==> config.mk <==
export PLATFORM = sky130hd
export DESIGN_NAME = tcp_header_filter_counter
export DESIGN_NICKNAME = d
export VERILOG_FILES = /design/src/thfc_pkg.sv /design/src/thfc_parser.sv /design/src/thfc_counter.sv /design/src/tcp_header_filter_counter.sv
export SDC_FILE = /design/constraint.sdc
export NUM_CORES = 1
export LEC_CHECK = 0
export BUFFER_PORTS_ARGS = -buffer_cell sky130_fd_sc_hd__buf_2
export CAP_MARGIN = 15
export CORE_ASPECT_RATIO = 0.8
export CORE_MARGIN = 5
export CORE_UTILIZATION = 48
export CTS_CLUSTER_DIAMETER = 200
export DETAILED_ROUTE_END_ITERATION = 6
export HOLD_SLACK_MARGIN = 0.05
export PLACE_DENSITY = 0.67
export SLEW_MARGIN = 0
export SYNTH_ARGS = -nofsm -noshare
export SYNTH_HDL_FRONTEND = slang
export SYNTH_SLANG_ARGS = --single-unit
==> constraint.sdc <==
create_clock -name clk -period 5.9 [get_ports clk]
set_input_delay 0.59 -clock clk [delete_from_list [all_inputs] [get_ports clk]]
set_output_delay 0.59 -clock clk [all_outputs]
set_load 0.1 [all_outputs]
==> src/thfc_pkg.sv <==
// Shared types and constants for the TCP header filter / frame counter.
// No dependencies; imported by every module of the block.
package thfc_pkg;

  // Offset of the IPv4 header inside the frame (link header length)
  localparam int unsigned LINK_HEADER_BYTES = 14;
  localparam logic [7:0]  PROTO_TCP         = 8'd6;

  localparam int unsigned POS_W  = 16;
  localparam int unsigned CNT_W  = 32;
  localparam int unsigned OUT_DW = 104;  // 98 field bits padded to whole bytes

  // Offsets of the captured header bytes, relative to the frame start
  localparam logic [POS_W-1:0] POS_IHL      = POS_W'(LINK_HEADER_BYTES);
  localparam logic [POS_W-1:0] POS_PROTO    = POS_W'(LINK_HEADER_BYTES + 9);
  localparam logic [POS_W-1:0] POS_SRC_LO   = POS_W'(LINK_HEADER_BYTES + 12);
  localparam logic [POS_W-1:0] POS_SRC_HI   = POS_W'(LINK_HEADER_BYTES + 15);
  localparam logic [POS_W-1:0] POS_DST_LO   = POS_W'(LINK_HEADER_BYTES + 16);
  localparam logic [POS_W-1:0] POS_DST_HI   = POS_W'(LINK_HEADER_BYTES + 19);
  localparam logic [POS_W-1:0] POS_MAX      = {POS_W{1'b1}};

  // Configuration register indexes
  typedef enum logic [2:0] {
    REG_SRC_ADDR_EN  = 3'd0,
    REG_SRC_ADDR_VAL = 3'd1,
    REG_DST_ADDR_EN  = 3'd2,
    REG_DST_ADDR_VAL = 3'd3,
    REG_SRC_PORT_EN  = 3'd4,
    REG_SRC_PORT_VAL = 3'd5,
    REG_DST_PORT_EN  = 3'd6,
    REG_DST_PORT_VAL = 3'd7
  } cfg_idx_t;

  typedef struct packed {
    logic        src_addr_en;
    logic [31:0] src_addr;
    logic        dst_addr_en;
    logic [31:0] dst_addr;
    logic        src_port_en;
    logic [15:0] src_port;
    logic        dst_port_en;
    logic [15:0] dst_port;
  } filt_cfg_t;

  // Header fields of the frame as they stand after the current byte
  typedef struct packed {
    logic        is_tcp;
    logic [31:0] src_addr;
    logic [31:0] dst_addr;
    logic [15:0] src_port;
    logic [15:0] dst_port;
  } frame_sum_t;

endpackage

==> src/thfc_parser.sv <==
// Per-byte header parser: tracks the byte position and captures IHL,
// protocol, IPv4 addresses and TCP ports. Depends on thfc_pkg.
module thfc_parser import thfc_pkg::*; (
  input  logic       clk,
  input  logic       rst_n,
  input  logic       fire,       // a byte is processed this cycle
  input  logic [7:0] byte_in,
  input  logic       last_in,
  output frame_sum_t sum         // fields including the current byte
);

  logic [POS_W-1:0] pos_r, pos_nxt;
  logic [3:0]       ihl_r, ihl_nxt;
  logic [7:0]       proto_r, proto_nxt;
  logic [31:0]      saddr_r, saddr_nxt;
  logic [31:0]      daddr_r, daddr_nxt;
  logic [15:0]      sport_r, sport_nxt;
  logic [15:0]      dport_r, dport_nxt;

  logic [POS_W:0]   tcp_start;
  logic [POS_W:0]   pos_ext;

  // Captures; the IHL taken from this byte already applies to it
  always_comb begin
    ihl_nxt   = (pos_r == POS_IHL)   ? byte_in[3:0] : ihl_r;
    proto_nxt = (pos_r == POS_PROTO) ? byte_in      : proto_r;
    saddr_nxt = (pos_r >= POS_SRC_LO && pos_r <= POS_SRC_HI) ?
                {saddr_r[23:0], byte_in} : saddr_r;
    daddr_nxt = (pos_r >= POS_DST_LO && pos_r <= POS_DST_HI) ?
                {daddr_r[23:0], byte_in} : daddr_r;

    pos_ext   = {1'b0, pos_r};
    tcp_start = (POS_W+1)'(LINK_HEADER_BYTES) + {{(POS_W-5){1'b0}}, ihl_nxt, 2'b00};

    sport_nxt = (pos_ext == tcp_start || pos_ext == tcp_start + 1'b1) ?
                {sport_r[7:0], byte_in} : sport_r;
    dport_nxt = (pos_ext == tcp_start + 2'd2 || pos_ext == tcp_start + 2'd3) ?
                {dport_r[7:0], byte_in} : dport_r;

    sum.is_tcp   = (proto_nxt == PROTO_TCP) && (pos_ext >= tcp_start + 2'd3);
    sum.src_addr = saddr_nxt;
    sum.dst_addr = daddr_nxt;
    sum.src_port = sport_nxt;
    sum.dst_port = dport_nxt;

    pos_nxt = (pos_r == POS_MAX) ? pos_r : pos_r + 1'b1;
  end

  // Capture state; everything returns to zero after the last byte
  always_ff @(posedge clk) begin
    if (!rst_n || (fire && last_in)) begin
      pos_r   <= '0;
      ihl_r   <= '0;
      proto_r <= '0;
      saddr_r <= '0;
      daddr_r <= '0;
      sport_r <= '0;
      dport_r <= '0;
    end else if (fire) begin
      pos_r   <= pos_nxt;
      ihl_r   <= ihl_nxt;
      proto_r <= proto_nxt;
      saddr_r <= saddr_nxt;
      daddr_r <= daddr_nxt;
      sport_r <= sport_nxt;
      dport_r <= dport_nxt;
    end
  end

endmodule

==> src/thfc_counter.sv <==
// Filter compare, saturating frame counters and the result register.
// Depends on thfc_pkg.
module thfc_counter import thfc_pkg::*; (
  input  logic              clk,
  input  logic              rst_n,
  input  logic              frame_done,   // last byte processed this cycle
  input  frame_sum_t        sum,
  input  filt_cfg_t         cfg,
  input  logic              out_tready,
  output logic              out_tvalid,
  output logic [OUT_DW-1:0] out_tdata
);

  logic [CNT_W-1:0] all_r, all_nxt;
  logic [CNT_W-1:0] tcp_r, tcp_nxt;
  logic [CNT_W-1:0] mat_r, mat_nxt;
  logic             is_tcp_r;
  logic             matched_r;
  logic             valid_r;
  logic             matched;

  // Every enabled field must equal its configured value
  always_comb begin
    matched = sum.is_tcp
            && (!cfg.src_addr_en || sum.src_addr == cfg.src_addr)
            && (!cfg.dst_addr_en || sum.dst_addr == cfg.dst_addr)
            && (!cfg.src_port_en || sum.src_port == cfg.src_port)
            && (!cfg.dst_port_en || sum.dst_port == cfg.dst_port);

    all_nxt = (&all_r) ? all_r : all_r + 1'b1;
    tcp_nxt = (sum.is_tcp && !(&tcp_r)) ? tcp_r + 1'b1 : tcp_r;
    mat_nxt = (matched && !(&mat_r)) ? mat_r + 1'b1 : mat_r;
  end

  // Counters and per-frame flags
  always_ff @(posedge clk) begin
    if (!rst_n) begin
      all_r     <= '0;
      tcp_r     <= '0;
      mat_r     <= '0;
      is_tcp_r  <= 1'b0;
      matched_r <= 1'b0;
    end else if (frame_done) begin
      all_r     <= all_nxt;
      tcp_r     <= tcp_nxt;
      mat_r     <= mat_nxt;
      is_tcp_r  <= sum.is_tcp;
      matched_r <= matched;
    end
  end

  // Result valid; upstream only signals frame_done when this slot is free
  always_ff @(posedge clk) begin
    if (!rst_n) begin
      valid_r <= 1'b0;
    end else if (frame_done) begin
      valid_r <= 1'b1;
    end else if (out_tready) begin
      valid_r <= 1'b0;
    end
  end

  assign out_tvalid = valid_r;
  assign out_tdata  = {6'd0, matched_r, is_tcp_r, mat_r, tcp_r, all_r};

endmodule

==> src/tcp_header_filter_counter.sv <==
// A byte accepted is held in the input register and parsed from there; a frame's
// result is registered onto out_* when its last byte leaves the input register,
// which waits while the result slot is full.
// Throughput: one byte per cycle; only a last byte waits on a stalled result.
// Reset (rst_n low, synchronous): counters, captures, config and valids clear.
// Top level: input register, config registers, parser and counter.
// Depends on thfc_pkg, thfc_parser, thfc_counter.
module tcp_header_filter_counter import thfc_pkg::*; (
  input  logic              clk,
  input  logic              rst_n,
  // input stream
  input  logic              in_tvalid,
  output logic              in_tready,
  input  logic [7:0]        in_tdata,    // [7:0] frame_byte
  input  logic              in_tlast,    // frame_end
  // result stream
  output logic              out_tvalid,
  input  logic              out_tready,
  output logic [OUT_DW-1:0] out_tdata,   // [31:0] all_frames, [63:32] tcp_frames,
                                         // [95:64] matched_frames, [96] frame_is_tcp,
                                         // [97] frame_matched, [103:98] zero
  // configuration writes
  input  logic              cfg_we,
  input  logic [2:0]        cfg_addr,
  input  logic [31:0]       cfg_wdata
);

  logic       in_valid_r;
  logic [7:0] in_byte_r;
  logic       in_last_r;
  logic       proc_fire;
  logic       out_free;
  filt_cfg_t  cfg_r;
  frame_sum_t sum;

  // A last byte needs a free result slot; other bytes always move on
  assign out_free  = !out_tvalid || out_tready;
  assign proc_fire = in_valid_r && (!in_last_r || out_free);
  assign in_tready = !in_valid_r || proc_fire;

  // Input register
  always_ff @(posedge clk) begin
    if (!rst_n) begin
      in_valid_r <= 1'b0;
    end else if (in_tready) begin
      in_valid_r <= in_tvalid;
    end
  end

  always_ff @(posedge clk) begin
    if (in_tvalid && in_tready) begin
      in_byte_r <= in_tdata;
      in_last_r <= in_tlast;
    end
  end

  // Configuration registers
  always_ff @(posedge clk) begin
    if (!rst_n) begin
      cfg_r <= '0;
    end else if (cfg_we) begin
      unique case (cfg_idx_t'(cfg_addr))
        REG_SRC_ADDR_EN:  cfg_r.src_addr_en <= cfg_wdata[0];
        REG_SRC_ADDR_VAL: cfg_r.src_addr    <= cfg_wdata;
        REG_DST_ADDR_EN:  cfg_r.dst_addr_en <= cfg_wdata[0];
        REG_DST_ADDR_VAL: cfg_r.dst_addr    <= cfg_wdata;
        REG_SRC_PORT_EN:  cfg_r.src_port_en <= cfg_wdata[0];
        REG_SRC_PORT_VAL: cfg_r.src_port    <= cfg_wdata[15:0];
        REG_DST_PORT_EN:  cfg_r.dst_port_en <= cfg_wdata[0];
        REG_DST_PORT_VAL: cfg_r.dst_port    <= cfg_wdata[15:0];
      endcase
    end
  end

  thfc_parser u_parser (
    .clk     (clk),
    .rst_n   (rst_n),
    .fire    (proc_fire),
    .byte_in (in_byte_r),
    .last_in (in_last_r),
    .sum     (sum)
  );

  thfc_counter u_counter (
    .clk        (clk),
    .rst_n      (rst_n),
    .frame_done (proc_fire && in_last_r),
    .sum        (sum),
    .cfg        (cfg_r),
    .out_tready (out_tready),
    .out_tvalid (out_tvalid),
    .out_tdata  (out_tdata)
  );

endmodule

==> results.txt <==
Cells with a size suffix above 1 make up 12.2% of the layout. The tools report the routed metal-1 wire length as 21300 um. Walking the worst path, the cells encountered are inv_1 > ha_1 > and4b_1 > and4_1 > mux2_2 > inv_1 > ha_2 > a21oi_1 > o22ai_1 > xor2_1 > ha_1 > and3_1 > o2111a_2 > a2111oi_1 > o22ai_1 > o41ai_2 > buf_4 > nand4b_1 > or3_4 > nor4_1 > mux2i_1.

The tools report the multi-input gate area in the final layout as 8760 um^2. The share of synthesized flip-flops with an asynchronous set or reset was 0%; the placeable core region was 33400 um^2. The total power per unit cell area came out at 267 nW/um^2.

Grouping stages by cell kind, the critical path spends the most delay in simple AND/OR/NAND/NOR gates. From left edge to right edge, the die measures 215 um. For the post-detailed-route count of antenna-violating nets, the log shows 0.

Measured against its own limit, the worst slew margin works out to 25.9%. Leaving out fill and tap cells, the most frequent cells in the layout are 452 x sky130_fd_sc_hd__nand2_1, 324 x sky130_fd_sc_hd__dfxtp_1, 229 x sky130_fd_sc_hd__a21oi_1. After layout, the worst path uses 93.8% of the clock period. The tools report the leakage power as 7.02 nW.

The critical path data arrival time is 5.98 ns. The worst-skew pair later-pin latency is 0.53 ns. The CTS H-tree depth came out at 2.

TritonCTS built the clock tree. For this block, the via count after detailed routing is 14500. The die outline height works out to 174 um. Most frequent standard cell in the layout excluding fill and tap cells: sky130_fd_sc_hd__nand2_1.

Relative to the synthesized area, the layout overhead comes to 14.6%. Number of pins with negative max-slew slack in the final report: 0. The largest total area in the synthesized netlist belongs to sky130_fd_sc_hd__dfxtp_1.

The tools report the count of distinct cell types in the synthesized netlist as 71. Including well taps, the total number of placed cells is 2526. Counting flops and latches in the post-synthesis netlist gives 333. The initial utilization of the core area, before any placement, comes to 48.4%. Setup violations remaining at the end of the flow were counted as 0.

In this run the clock root is driven by a sky130_fd_sc_hd__clkbuf_16. The number of hold-slack violations in the final timing report came out at 0. The average routed wire per standard cell works out to 17.6 um.

Counting along the longest clock path gives a buffer depth of 3. In this design, the stage delay of the slowest critical-path cell is 0.51 ns. The run gives 1 as the initial antenna violation count.

The via count of the first global-routing pass is 13600. After the flow finishes, the layout carries non-filler instances totaling 2592. Counting flops with a built-in enable in the synthesized netlist gives 9. The routed design could run at a clock period as short as 5.53 ns. The highest metal layer carrying signal wires in the routed design is met5. The HPWL after detailed placement is 31900 um. Cell with the largest stage delay on the worst path: sky130_fd_sc_hd__or3_4. The total overflow left after global routing is 0. For this run, the top clock speed supported by timing is 181 MHz. The quantity of hold-fixing buffers added after cts came out at 0. Max-cap violations in this run came to 0. The count of nets after finishing was 2195; the wire length after detailed routing was 45500 um. In this run the tool buffered the top-level ports with 148 buffer cells. Mean number of vias per cell: 5.60.

Setup repair after global routing left no endpoint under its margin. The floorplan step defined a die boundary enclosing 37500 um^2. The cell count after synthesis came out at 2024.

Flip-flop and latch area: 6760 um^2. The share of synthesized area occupied by flip-flops and latches came out at 41.8%. Sorting the synthesized cells by area gives the leading types as sky130_fd_sc_hd__dfxtp_1 40%, sky130_fd_sc_hd__nand2_1 11%, sky130_fd_sc_hd__a21oi_1 7.1%. The number of antenna diodes in the final layout is 0.

For the final routed database, the setup TNS stands at 0 ns. The min-delay analysis places its worst path in the category in2reg. Count of standard-cell rows: 60.

The global placer's final weighted congestion is 0.920. Across the VDD grid, the largest voltage drop is 195 uV. Entering global routing, the biggest net connects 102 pins. After detailed routing, the met3 layer carries 4150 um of wire. The filler cells instantiated in the layout total 3169. The number of buffers and inverters on the critical path is 3. The final setup skew came out at 0.0258 ns.

During I/O placement, the number of pins put on the boundary was 155. The run gives 23.3% as the combined global-route utilization of all metal layers. The clock net in this run drives a total of 333 sinks. For the pin with the worst max-slew slack, the measured transition is 1.11 ns. Along the worst path, the maximum fanout reaches 12. The first global-routing pass estimated 72900 um of wire. Critical path launch point type: a flip-flop. For the worst setup path, the data required time is 6.34 ns. The mapped netlist covers 16200 um^2. After detailed routing, the number of remaining DRC violations is 0. The number of buffers created by CTS was 36. The run gives 19200 um as the met2 wire length.

The most used flip-flop cell after synthesis is sky130_fd_sc_hd__dfxtp_1. Fraction of post-synthesis cell area in the top cell type by area: 40.1%. The Yosys step of the flow raised 0 warnings. The tools report the critical path capture point type as a flip-flop.

For this block, the initial DRC count from the detailed router was 1505. Clock-pin slew was measured on the worst setup and hold paths at 0.06 ns. Type of the worst setup path: reg2reg. The run finished with clean final reports. The count of TritonRoute iterations in the first routing pass was 6; the mean post-synth cell area was 7.98 um^2.
-- cells in the mapped netlist, types with 3 or more instances --
cell type and count:
sky130_fd_sc_hd__inv_1 62, sky130_fd_sc_hd__a31oi_1 4, sky130_fd_sc_hd__nor2_1 128, sky130_fd_sc_hd__nand2_1 453, sky130_fd_sc_hd__mux2_2 6, sky130_fd_sc_hd__clkbuf_1 93
sky130_fd_sc_hd__and3_1 30, sky130_fd_sc_hd__buf_4 9, sky130_fd_sc_hd__and4_1 12, sky130_fd_sc_hd__or3_1 22, sky130_fd_sc_hd__xnor2_1 93, sky130_fd_sc_hd__a22o_1 5
sky130_fd_sc_hd__xor2_1 111, sky130_fd_sc_hd__o2111ai_1 4, sky130_fd_sc_hd__and2_1 10, sky130_fd_sc_hd__o211a_1 3, sky130_fd_sc_hd__nand2b_1 32, sky130_fd_sc_hd__ha_1 15
sky130_fd_sc_hd__nand4_1 48, sky130_fd_sc_hd__a211oi_1 6, sky130_fd_sc_hd__o22ai_1 20, sky130_fd_sc_hd__or4_1 4, sky130_fd_sc_hd__or2_2 3, sky130_fd_sc_hd__nor3_1 26
sky130_fd_sc_hd__o211ai_1 6, sky130_fd_sc_hd__o21ai_0 28, sky130_fd_sc_hd__buf_2 9, sky130_fd_sc_hd__dfxtp_1 324, sky130_fd_sc_hd__a222oi_1 5, sky130_fd_sc_hd__nand3_1 63
sky130_fd_sc_hd__o41ai_1 4, sky130_fd_sc_hd__o221ai_1 4, sky130_fd_sc_hd__nor4_1 33, sky130_fd_sc_hd__edfxtp_1 9, sky130_fd_sc_hd__mux2i_1 47, sky130_fd_sc_hd__nor4b_1 6
sky130_fd_sc_hd__a21oi_1 229, sky130_fd_sc_hd__nor2b_1 16
-- path summary, 6_finish.rpt --
kind                              from                    to  slack, ns  cells past startpoint
hold / removal             in_tdata[3]          in_byte_r[3]       0.23                      1
hold reg to reg   u_parser.sport_r[10]  u_parser.sport_r[10]       0.46                      2
setup / recovery     u_parser.pos_r[0]   u_counter.mat_r[14]       0.37                     21
setup reg to reg     u_parser.pos_r[0]   u_counter.mat_r[14]       0.37                     21
-- metal layers --
layer,track usage (%),vias to the layer above
met4,4.91,2
met2,34.7,483
li1,-,7077
met3,5.62,61
met5,0,-
met1,34.5,6900
-- repair_timing --
item,4_1_cts,5_1_grt
buffers inserted,0,0
setup endpoints to repair,0,32
gates resized for setup,0,7
-- through the flow --
stage          area [um^2]  hold slack [ns]  total power (W)  setup WS, ns  util, %
2_1_floorplan        16200            0.432          0.00254         0.731        -
3_3_place_gp         17200            0.440          0.00263         0.287     51.6
3_5_place_dp         17200            0.450          0.00263        0.0753     51.6
4_1_cts              18500            0.206          0.00499        0.0420     55.2
5_1_grt              18500            0.199          0.00512        0.0129     55.4
6_report             18500            0.233          0.00495         0.366     55.4
-- layout make-up --
class	instances	share of cell area [%]
timing repair buffer	177	5.28
clock inverter	13	0.973
tap	434	2.93
sequential	333	36.5
multi-input combinational	1520	47.3
clock buffer	52	5.68
inverter	63	1.29
-- sequential cells by signal, indices dropped and copies added (netlist names), 4 cells and up --
| signal | cells |
|---|---|
| cfg_r | 100 |
| u_counter.mat_r | 32 |
| u_parser.saddr_r | 32 |
| u_parser.proto_r | 8 |
| u_parser.ihl_r | 4 |
| u_counter.tcp_r | 32 |
| u_parser.pos_r | 16 |
| u_counter.all_r | 32 |
| u_parser.sport_r | 16 |
| in_byte_r | 8 |
| u_parser.daddr_r | 32 |
| u_parser.dport_r | 16 |
-- worst register-to-register path, stage by stage, from the launching register on --
cell and delay [ns]:
sky130_fd_sc_hd__dfxtp_1 0.37, sky130_fd_sc_hd__inv_1 0.12, sky130_fd_sc_hd__ha_1 0.21, sky130_fd_sc_hd__and4b_1 0.22
sky130_fd_sc_hd__and4_1 0.30, sky130_fd_sc_hd__mux2_2 0.39, sky130_fd_sc_hd__inv_1 0.11, sky130_fd_sc_hd__ha_2 0.31
sky130_fd_sc_hd__a21oi_1 0.17, sky130_fd_sc_hd__o22ai_1 0.12, sky130_fd_sc_hd__xor2_1 0.17, sky130_fd_sc_hd__ha_1 0.31
sky130_fd_sc_hd__and3_1 0.17, sky130_fd_sc_hd__o2111a_2 0.25, sky130_fd_sc_hd__a2111oi_1 0.39, sky130_fd_sc_hd__o22ai_1 0.13
sky130_fd_sc_hd__o41ai_2 0.35, sky130_fd_sc_hd__buf_4 0.20, sky130_fd_sc_hd__nand4b_1 0.19, sky130_fd_sc_hd__or3_4 0.51
sky130_fd_sc_hd__nor4_1 0.26, sky130_fd_sc_hd__mux2i_1 0.23
-- power breakdown --
group          switching, W  internal [W]
sequential        0.0000298       0.00228
clock              0.000937       0.00142
combinational      0.000192     0.0000862
total               0.00116       0.00379
-- logic make-up after synthesis --
logic type	Yosys count	share of synthesized area [%]
AO/OA/AOI/OAI	343	12.3
buffers and inverters	176	4.37
flip-flops	333	41.8
XOR/XNOR	204	11.1
other	2	0.0465
AND/OR/NAND/NOR	898	25.9
multiplexers	53	3.33
adder cells (fa/ha/maj)	15	1.16
(Power assumes the default switching activity.)
